### config.mk
export PLATFORM = sky130hd
export DESIGN_NAME = mvsa_front
export DESIGN_NICKNAME = d
export VERILOG_FILES = /design/src/sv/mvsa_pkg.sv /design/src/sv/mvsa_front.sv
export SDC_FILE = /design/constraint.sdc
export NUM_CORES = 1
export LEC_CHECK = 0
export ABC_AREA = 1
export BUFFER_PORTS_ARGS = -buffer_cell sky130_fd_sc_hd__buf_4
export CAP_MARGIN = 20
export CORE_ASPECT_RATIO = 1.5
export CORE_MARGIN = 3
export CORE_UTILIZATION = 58
export CTS_BUF_LIST = sky130_fd_sc_hd__clkbuf_8
export DETAILED_ROUTE_END_ITERATION = 10
export PLACE_DENSITY_LB_ADDON = 0.08
export SLEW_MARGIN = 25
export SYNTH_ARGS = -nofsm -noshare
export SYNTH_HDL_FRONTEND = slang
export SYNTH_SLANG_ARGS = --single-unit
### constraint.sdc
create_clock -name clk_i -period 6.2 [get_ports clk_i]
set_input_delay 1.55 -clock clk_i [delete_from_list [all_inputs] [get_ports clk_i]]
set_output_delay 1.55 -clock clk_i [all_outputs]
set_load 0.02 [all_outputs]
### src/sv/mvsa_pkg.sv
// Types and constants of the mesh vertex split block.
package mvsa_pkg;

  localparam int EPOCH_W = 8;

  localparam logic KIND_START  = 1'b0;
  localparam logic KIND_CORNER = 1'b1;

  typedef enum logic {
    OP_START,
    OP_CORNER
  } op_e;

  typedef struct packed {
    logic        kind;
    logic [11:0] vertex_index;
    logic [15:0] attr_index;
    logic [12:0] vertex_count;
  } in_item_t;

  typedef struct packed {
    logic [11:0] new_vertex_index;
    logic        made_copy;
    logic [11:0] copy_source;
    logic        overflow;
    logic [12:0] total_vertices;
  } out_item_t;

  typedef struct packed {
    op_e         op;
    logic [11:0] vertex_index;
    logic [15:0] attr_index;
    logic [12:0] vertex_count;
  } cmd_t;

  typedef struct packed {
    logic pop;
    logic clearing;
  } bk_ctl_t;

endpackage

### src/sv/mvsa_front.sv
// Input side: accepts items, decodes their kind and queues them for the back end.
module mvsa_front (
  input  logic              clk_i,
  input  logic              rst_ni,
  input  logic              in_valid_i,
  output logic              in_stall_o,
  input  mvsa_pkg::in_item_t in_item_i,
  output logic              q_valid_o,
  output mvsa_pkg::cmd_t    q_cmd_o,
  input  mvsa_pkg::bk_ctl_t bk_ctl_i
);
  import mvsa_pkg::*;

  cmd_t       mem_q [2];
  logic       wptr_q, rptr_q;
  logic [1:0] cnt_q;
  logic       push, pop;
  cmd_t       cmd;

  always_comb begin
    cmd.vertex_index = in_item_i.vertex_index;
    cmd.attr_index   = in_item_i.attr_index;
    cmd.vertex_count = in_item_i.vertex_count;
    case (in_item_i.kind)
      KIND_START:  cmd.op = OP_START;
      KIND_CORNER: cmd.op = OP_CORNER;
      default:     cmd.op = OP_CORNER;
    endcase
  end

  assign in_stall_o = (cnt_q == 2'd2) || bk_ctl_i.clearing;
  assign push       = in_valid_i && !in_stall_o;
  assign pop        = bk_ctl_i.pop && (cnt_q != 2'd0);
  assign q_valid_o  = (cnt_q != 2'd0);
  assign q_cmd_o    = mem_q[rptr_q];

  always_ff @(posedge clk_i) begin
    if (push) begin
      mem_q[wptr_q] <= cmd;
    end
  end

  always_ff @(posedge clk_i or negedge rst_ni) begin
    if (!rst_ni) begin
      wptr_q <= 1'b0;
      rptr_q <= 1'b0;
      cnt_q  <= 2'd0;
    end else begin
      if (push) begin
        wptr_q <= ~wptr_q;
      end
      if (pop) begin
        rptr_q <= ~rptr_q;
      end
      case ({push, pop})
        2'b10:   cnt_q <= cnt_q + 2'd1;
        2'b01:   cnt_q <= cnt_q - 2'd1;
        default: cnt_q <= cnt_q;
      endcase
    end
  end

endmodule

=== Word-level counts from Yosys, hierarchy flattened ===
Memories as Yosys holds them, arrays and structs flattened.
Cells that the tools add are included.

* Register bits after elaboration: 4
* Bits in writable memories: 84
* Bits of input ports: 47
* Memories kept: 1

* Add/sub/neg operators: 2
* Equal/unequal tests: 3
* Mux-type cells: 4
* Bitwise logic cells: 3
* Reductions and logical operators: 6

{| class="wikitable"
|+ Memory list
! name !! words !! width !! read ports !! clocked after Yosys merged registers in !! write ports !! line !! RTL
|-
| mem_q || 2 || 42 || 1 || 0 || 1 || mvsa_front.sv:14 || <nowiki>cmd_t mem_q [2];</nowiki>
|}

{| class="wikitable"
|+ Operator list
! kind !! count
|-
| 2-bit equality test, second input constant || 2
|-
| 2-bit case mux with 2 select lines || 1
|-
| 2-bit nonzero test || 2
|-
| 1-bit inverter || 3
|-
| 2-bit by 1-bit adder with 2-bit output, second input constant || 1
|-
| 2-bit by 1-bit equality test with 1-bit output, second input constant || 1
|-
| 1-bit logical AND || 2
|-
| 1-bit 2-to-1 mux || 2
|-
| 1-bit case mux with 2 select lines || 1
|-
| 2-bit by 1-bit subtractor with 2-bit output, second input constant || 1
|-
| 1-bit logical NOT || 1
|-
| 1-bit logical OR || 1
|}

=== Logic depth before layout (Yosys ltp) ===
Gate-level depths: netlist of run 1.

* Depth in word-level cells: 6
* Gate-level depth with buffers: 10
* Gate-level depth less buffers: 10

=== Worst setup path before layout of run 1 ===
Ideal clock, no wire load.

* Path kind: in2reg
* Start point: in bk_ctl_i[0] (netlist bit)
* End point: mem mem_q[1][0] (netlist bit) (enable)
* Setup time: 441 ps
* Arrival time: 3503 ps
* Data required time: 5759 ps
* Path slack: 2256 ps
* Stages: 3
* Path through: inv_1 -> nand3_2 -> nor2_1

* Cells in the longest elaborated chain, start to end: 5

{| class="wikitable"
|+ RTL lines
! item !! line !! RTL
|-
| start: declaration || mvsa_front.sv:10 || <nowiki>input mvsa_pkg::bk_ctl_t bk_ctl_i</nowiki>
|-
| 1-bit logical OR || mvsa_front.sv:31 || <nowiki>assign in_stall_o = (cnt_q == 2'd2) || bk_ctl_i.clearing;</nowiki>
|-
| 1-bit logical NOT || mvsa_front.sv:32 || <nowiki>assign push = in_valid_i && !in_stall_o;</nowiki>
|-
| 1-bit logical AND || mvsa_front.sv:32 ||
|-
| 1-bit 2-to-1 mux || mvsa_front.sv:38 || <nowiki>if (push) begin</nowiki>
|-
| 1-bit 2-to-1 mux (not written as such) || mvsa_front.sv:39 || <nowiki>mem_q[wptr_q] <= cmd;</nowiki>
|-
| end: declaration || mvsa_front.sv:14 ||
|}

No other way between the ends.

==> results of run 1 <==
## through the flow
step | instance area [µm²] | utilization | std cells | total power [W]
4_1_cts | 4260 | 0.765 | 421 | 0.00188
2_1_floorplan | 3400 | - | 252 | 0.00128
6_report | 4260 | 0.765 | 421 | 0.00186
5_1_grt | 4260 | 0.765 | 421 | 0.00197
3_3_place_gp | 4080 | 0.732 | 405 | 0.00150
3_5_place_dp | 4080 | 0.732 | 405 | 0.00152
## synth_stat cells (all sizes together)
master,instances,share of area
nand2,138,0.17
edfxtp,84,0.74
buf,9,0.032
inv,9,0.012
dfrtp,4,0.029
nand3,3,0.0059
nand4,2,0.0037
ha,1,0.0037
nor2,1,0.0011
xnor2,1,0.0026
## cells by family (layout without fill, tap and decap cells)
kind of cell             after synthesis  in the layout  synth area share
XOR/XNOR                               1              1           0.00258
buffers and inverters                 18            117            0.0438
AND/OR/NAND/NOR                      144            144             0.179
flip-flops                            88             88             0.771
adder cells (fa/ha/maj)                1              1           0.00368
## area by class of cell
class	instances	area, µm²
clock buffers	9	124
clock inverters	7	62.6
fillers	358	1310
inverters	9	41.3
multi-input cells	146	636
flip-flops and latches	88	2620
well taps	70	87.6
repair buffers	92	691
## power by group
group | switching [W] | total (W) | internal [W] | leakage (nW)
logic | 0.000445 | 0.000706 | 0.000261 | 0.926
clock network | 0.000184 | 0.000367 | 0.000183 | 0.0975
registers | 0.0000484 | 0.000790 | 0.000741 | 0.816
## final timing paths
path | to | cells past startpoint
worst max-delay path | q_cmd_o[37] | 5
worst min-delay path | wptr_q | 2
worst max register to register | mem_q[1][4] | 5
worst min register to register | wptr_q | 2
max in group asynchronous | cnt_q[1] | 1
min in group asynchronous | wptr_q | 1
## worst reg2reg max path: stages, from the launching register on
cell	delay (ns)
dfrtp_1	0.39
inv_1	0.09
nand2_2	0.10
nand3_2	0.12
nor2_4	0.36
buf_4	0.44
## registers in the layout, summed over array words and instances (netlist names)
register,cells
rptr_q,1
mem_q,84
cnt_q,2
wptr_q,1
## routing by layer
metal | up-vias | part of all wire | track usage | wire, µm
met4 | 0 | 0.024 | 0.0965 | 140
met5 | - | 0 | 0 | 0
met2 | 74 | 0.56 | 0.330 | 3280
met1 | 971 | 0.35 | 0.184 | 2080
li1 | 1026 | - | - | -
met3 | 14 | 0.069 | 0.0757 | 406
==> impl_metrics.sql, run 1 <==
INSERT INTO impl_metrics (metric_group, metric, value, unit) VALUES
('detailed_routing', 'wire_per_inst', '14.0', 'µm'),
('grt', 'grt_pass1_vias', '2109', ''),
('critical_path', 'worst-path-buf-inv', '3', ''),
('detailed_routing', 'routed-via-count', '2085', ''),
('yosys', 'syn_nets', '300', ''),
('clock_network', 'cts-buffers-inserted', '9', ''),
('timing', 'totalNegativeSetupSlack', '0', 'ns'),
('critical_path', 'critical_path.max_fanout', '43', ''),
('timing', 'slew_viol_final', '0', ''),
('cells_and_area', 'layout.nets', '394', ''),
('timing', 'finalHoldViolations', '0', ''),
('min_path', 'min_path_type', 'reg2reg', ''),
('clock_network', 'holdBufCountCts', '0', ''),
('yosys', 'netlist_area', '0.00340', 'mm²'),
('cells_and_area', 'area_growth_syn_to_layout', '25.4', '%'),
('grt', 'grt_max_degree', '44', ''),
('timing', 'clock-skew-final', '0.0129', 'ns'),
('critical_path', 'critical-path-max-stage-delay', '0.91', 'ns'),
('critical_path', 'slowest_library_cell_on_the_worst_path', 'dfrtp_1', ''),
('yosys', 'postSynthRegisterBits', '88', ''),
('critical_path', 'critical_path.reg2reg.startpoint', 'cnt_q[0]', ''),
('floorplan', 'fp.dieArea', '0.00683', 'mm²'),
('floorplan', 'fp.dieW', '68.5', 'µm'),
('timing', 'finalCritPeriodShare', '0.604', ''),
('cells_and_area', 'most-common-layout-cells', 'nand2_1 (117), buf_4 (92), edfxtp_1 (84)', ''),
('clock_network', 'postCtsSetupRepairBufs', '0', ''),
('timing', 'worst_slack', '2.45', 'ns'),
('critical_path', 'cp-start-kind', 'flip-flop', ''),
('clock_network', 'clock_tree_from_tritoncts', 'done', ''),
('pwr', 'standby_leakage_power', '1.84', 'nW'),
('detailed_routing', 'route.detailed.vias_per_inst', '4.95', ''),
('timing', 'final_hold_slack', '0.479', 'ns'),
('detailed_routing', 'remaining_drc_errors', '0', ''),
('critical_path', 'crit_arrival', '2.20', 'ns'),
('yosys', 'synth.lib_cells_used.distinct', '15', ''),
('yosys', 'portion_of_the_post_synthesis_area_used_by_sequential_elements', '0.771', ''),
('clock_network', 'clk_pin_slew', '0.09', 'ns'),
('detailed_routing', 'wirelength', '5910', 'µm'),
('critical_path', 'crit_family', 'flip-flops', ''),
('detailed_routing', 'drtIter0Drc', '134', ''),
('timing', 'grt_setup_unrepaired', 'no', ''),
('critical_path', 'worstSetupEndpointType', 'output pin', ''),
('clock_network', 'clock-sinks', '88', ''),
('clock_network', 'maximum_buffer_depth_of_the_clock_tree', '2', ''),
('clock_network', 'ctsHtreeMaxLevel', '3', ''),
('pwr', 'ir_worst_vdd', '0.301', 'mV'),
('placed_design', 'place.gp.congestion', '0.713', ''),
('critical_path', 'worst-setup-path-type', 'reg2out', ''),
('placed_design', 'dp_worst_setup_slack', '2.67', 'ns'),
('floorplan', 'design.core.area', '0.00557', 'mm²'),
('yosys', 'synth_warnings', '0', ''),
('grt', 'track_usage', '0.190', ''),
('timing', 'slew_headroom', '0.402', ''),
('min_path', 'worst_hold_startpoint', 'wptr_q', ''),
('placed_design', 'detailedPlacementHpwl', '3850', 'µm'),
('clock_network', 'clock-root-buffer', 'clkbuf_8', ''),
('critical_path', 'worstPathRequired', '4.65', 'ns'),
('detailed_routing', 'drt_first_pass_iters', '4', ''),
('placed_design', 'portBuffers', '90', ''),
('clock_network', 'worst_skew_pair.late_latency', '0.34', 'ns'),
('yosys', 'syn_avg_cell_area', '13.5', 'µm²'),
('floorplan', 'die-height', '99.8', 'µm'),
('timing', 'timing.final.setup_violations', '0', ''),
('critical_path', 'critical_path.cell_chain', 'buf_4 > inv_8 > nand2_1 > nand2_1 > buf_4', ''),
('critical_path', 'critical_path_source', 'rptr_q', ''),
('floorplan', 'initial_utilization', '0.610', ''),
('cells_and_area', 'layout_commonest_cell', 'nand2_1', ''),
('floorplan', 'floorplan.rows', '33', ''),
('grt', 'aggregate_global_routing_overflow', '0', ''),
('clock_network', 'post_cts_sizing', '0', ''),
('outcome', 'result_of_the_run', 'finished clean', ''),
('flow_run', 'drv.max_cap_violation_count', '0', ''),
('floorplan', 'pin_count', '91', ''),
('yosys', 'netlist_instances', '252', ''),
('timing', 'finalCriticalPeriod', '3.75', 'ns'),
('detailed_routing', 'postRouteAntennaNets', '0', ''),
('cells_and_area', 'final_layout_size_suffix_gt1_frac', '0.368', ''),
('timing', 'fmaxAchievable', '267', 'MHz'),
('grt', 'antenna_found_initial', '0', ''),
('timing', 'actual_slew_at_the_worst_max_slew_pin', '0.896', 'ns'),
('cells_and_area', 'antenna_cells_inserted', '0', ''),
('grt', 'grt_pass1_wl', '9150', 'µm'),
('pwr', 'powerDensity', '437', 'mW/mm²'),
('critical_path', 'r2r_slack', '4.36', 'ns');
(Power assumes the default switching activity.)
==> run 2: changes to the inputs <==
CORE_UTILIZATION = 54   (was 58)
clock period = 3.5 ns   (was 6.2 ns; I/O delays follow)
==> impl_metrics.sql, run 2 (same netlist as run 1, synthesis figures left out) <==
INSERT INTO impl_metrics (metric_group, metric, value, unit) VALUES
('cells_and_area', 'most-common-layout-cells', 'nand2_1 (117), buf_4 (91), edfxtp_1 (84)', ''),
('floorplan', 'fp.dieArea', '0.00730', 'mm²'),
('placed_design', 'portBuffers', '90', ''),
('pwr', 'ir_worst_vdd', '0.497', 'mV'),
('grt', 'grt_pass1_wl', '9180', 'µm'),
('detailed_routing', 'postRouteAntennaNets', '0', ''),
('clock_network', 'maximum_buffer_depth_of_the_clock_tree', '2', ''),
('timing', 'slew_headroom', '0.393', ''),
('floorplan', 'floorplan.rows', '34', ''),
('pwr', 'standby_leakage_power', '1.85', 'nW'),
('outcome', 'result_of_the_run', 'finished clean', ''),
('grt', 'aggregate_global_routing_overflow', '0', ''),
('cells_and_area', 'largest_register_ff_count', '84', ''),
('clock_network', 'worst_skew_pair.late_latency', '0.34', 'ns'),
('grt', 'antenna_found_initial', '0', ''),
('floorplan', 'fp.dieW', '70.8', 'µm'),
('clock_network', 'cts-buffers-inserted', '9', ''),
('cells_and_area', 'reg_top3', 'mem_q x84, cnt_q x2', ''),
('detailed_routing', 'wirelength', '5830', 'µm'),
('critical_path', 'critical_path.max_fanout', '27', ''),
('critical_path', 'worstSetupEndpointType', 'output pin', ''),
('timing', 'timing.final.setup_violations', '0', ''),
('pwr', 'powerDensity', '783', 'mW/mm²'),
('timing', 'fmaxAchievable', '385', 'MHz'),
('flow_run', 'drv.max_cap_violation_count', '0', ''),
('pwr', 'power.total', '0.00337', 'W'),
('min_path', 'min_path_type', 'in2async', ''),
('floorplan', 'initial_utilization', '0.571', ''),
('timing', 'slew_viol_final', '0', ''),
('cells_and_area', 'largest_register', 'mem_q', ''),
('clock_network', 'clock-sinks', '88', ''),
('floorplan', 'pin_count', '91', ''),
('timing', 'clock-skew-final', '0.00802', 'ns'),
('clock_network', 'clock_tree_from_tritoncts', 'done', ''),
('clock_network', 'postCtsSetupRepairBufs', '0', ''),
('cells_and_area', 'antenna_cells_inserted', '0', ''),
('grt', 'grt_pass1_vias', '2018', ''),
('detailed_routing', 'wire_per_inst', '13.8', 'µm'),
('timing', 'grt_setup_unrepaired', 'no', ''),
('cells_and_area', 'filler_cell_count', '433', ''),
('clock_network', 'clock-root-buffer', 'clkbuf_8', ''),
('cells_and_area', 'layout.nets', '394', ''),
('clock_network', 'ctsHtreeMaxLevel', '3', ''),
('clock_network', 'holdBufCountCts', '0', ''),
('placed_design', 'place.gp.congestion', '0.740', ''),
('critical_path', 'worst-setup-path-type', 'reg2out', ''),
('floorplan', 'die-height', '103', 'µm'),
('detailed_routing', 'route.detailed.vias_per_inst', '4.83', ''),
('cells_and_area', 'area_growth_syn_to_layout', '26.6', '%'),
('grt', 'track_usage', '0.170', ''),
('cells_and_area', 'sequential_area', '0.00262', 'mm²'),
('detailed_routing', 'remaining_drc_errors', '0', ''),
('cells_and_area', 'final_layout_size_suffix_gt1_frac', '0.373', ''),
('detailed_routing', 'drtIter0Drc', '160', ''),
('detailed_routing', 'routed-via-count', '2042', ''),
('floorplan', 'design.core.area', '0.00596', 'mm²'),
('placed_design', 'detailedPlacementHpwl', '3830', 'µm'),
('cells_and_area', 'layout_commonest_cell', 'nand2_1', ''),
('timing', 'finalHoldViolations', '0', ''),
('detailed_routing', 'drt_first_pass_iters', '5', ''),
('timing', 'finalCriticalPeriod', '2.60', 'ns'),
('grt', 'grt_max_degree', '44', ''),
('timing', 'finalCritPeriodShare', '0.743', ''),
('cells_and_area', 'multiInputGateArea', '636', 'µm²'),
('critical_path', 'cp-start-kind', 'flip-flop', ''),
('critical_path', 'worstPathRequired', '2.62', 'ns'),
('critical_path', 'crit_arrival', '1.72', 'ns'),
('clock_network', 'clk_pin_slew', '0.08', 'ns'),
('timing', 'totalNegativeSetupSlack', '0', 'ns'),
('clock_network', 'post_cts_sizing', '0', ''),
('timing', 'actual_slew_at_the_worst_max_slew_pin', '0.911', 'ns');
run 2: changes by cell type in the layout (fill, tap and decap cells not counted), sizes merged:
cell,change
bufinv,+1
clkinvlp,+1
inv,-1
clkinv,-1
run 2: cell type report:
type                            instances  area share
Clock inverter                          7      0.0203
Sequential cell                        88       0.609
Clock buffer                            9      0.0288
Multi-Input combinational cell        146       0.148
Timing Repair Buffer                   92       0.163
Inverter                                9     0.00959
Tap cell                               72      0.0209
run 2: where the power goes:
| group | leakage (nW) | switching, W | internal [W] | total (W) |
|---|---|---|---|---|
| registers | 0.815 | 0.0000945 | 0.00131 | 0.00141 |
| clock network | 0.106 | 0.000330 | 0.000396 | 0.000726 |
| logic | 0.929 | 0.000773 | 0.000465 | 0.00124 |
| total | 1.85 | 0.00120 | 0.00217 | 0.00337 |
run 2: through the flow:
step	hold WS, ns	std cells	setup WS, ns	instance area (µm²)	util
2_1_floorplan	0.442	252	0.231	3400	-
3_3_place_gp	0.463	407	1.20	4090	0.687
3_5_place_dp	0.469	407	1.19	4090	0.687
4_1_cts	0.292	423	0.888	4310	0.723
5_1_grt	0.284	423	0.746	4310	0.723
6_report	0.308	423	0.901	4310	0.723
run 2: path summary, 6_finish.rpt:
| check | from | to | slack [ns] | cells after the start |
|---|---|---|---|---|
| max in group asynchronous | rst_ni | rptr_q | 3.08 | 1 |
| worst min register to register | wptr_q | wptr_q | 0.50 | 2 |
| min in group clk_i | wptr_q | wptr_q | 0.50 | 2 |
| worst max-delay path | rptr_q | q_cmd_o[12] | 0.90 | 4 |
| worst min-delay path | rst_ni | rptr_q | 0.31 | 1 |
| worst max register to register | cnt_q[0] | mem_q[0][30] | 1.73 | 4 |
run 2: layer usage:
metal,routed length [µm],global-route usage,vias to the layer above
met2,3190,0.292,70
li1,-,-,1024
met3,337,0.0426,13
met5,0,0,-
met4,173,0.0912,0
met1,2130,0.196,935
run 2: critical path, cell delays in order, from the launching register on:
cell	delay, ns
dfrtp_2	0.73
buf_4	0.34
nand2_1	0.08
nand2_1	0.08
buf_4	0.14
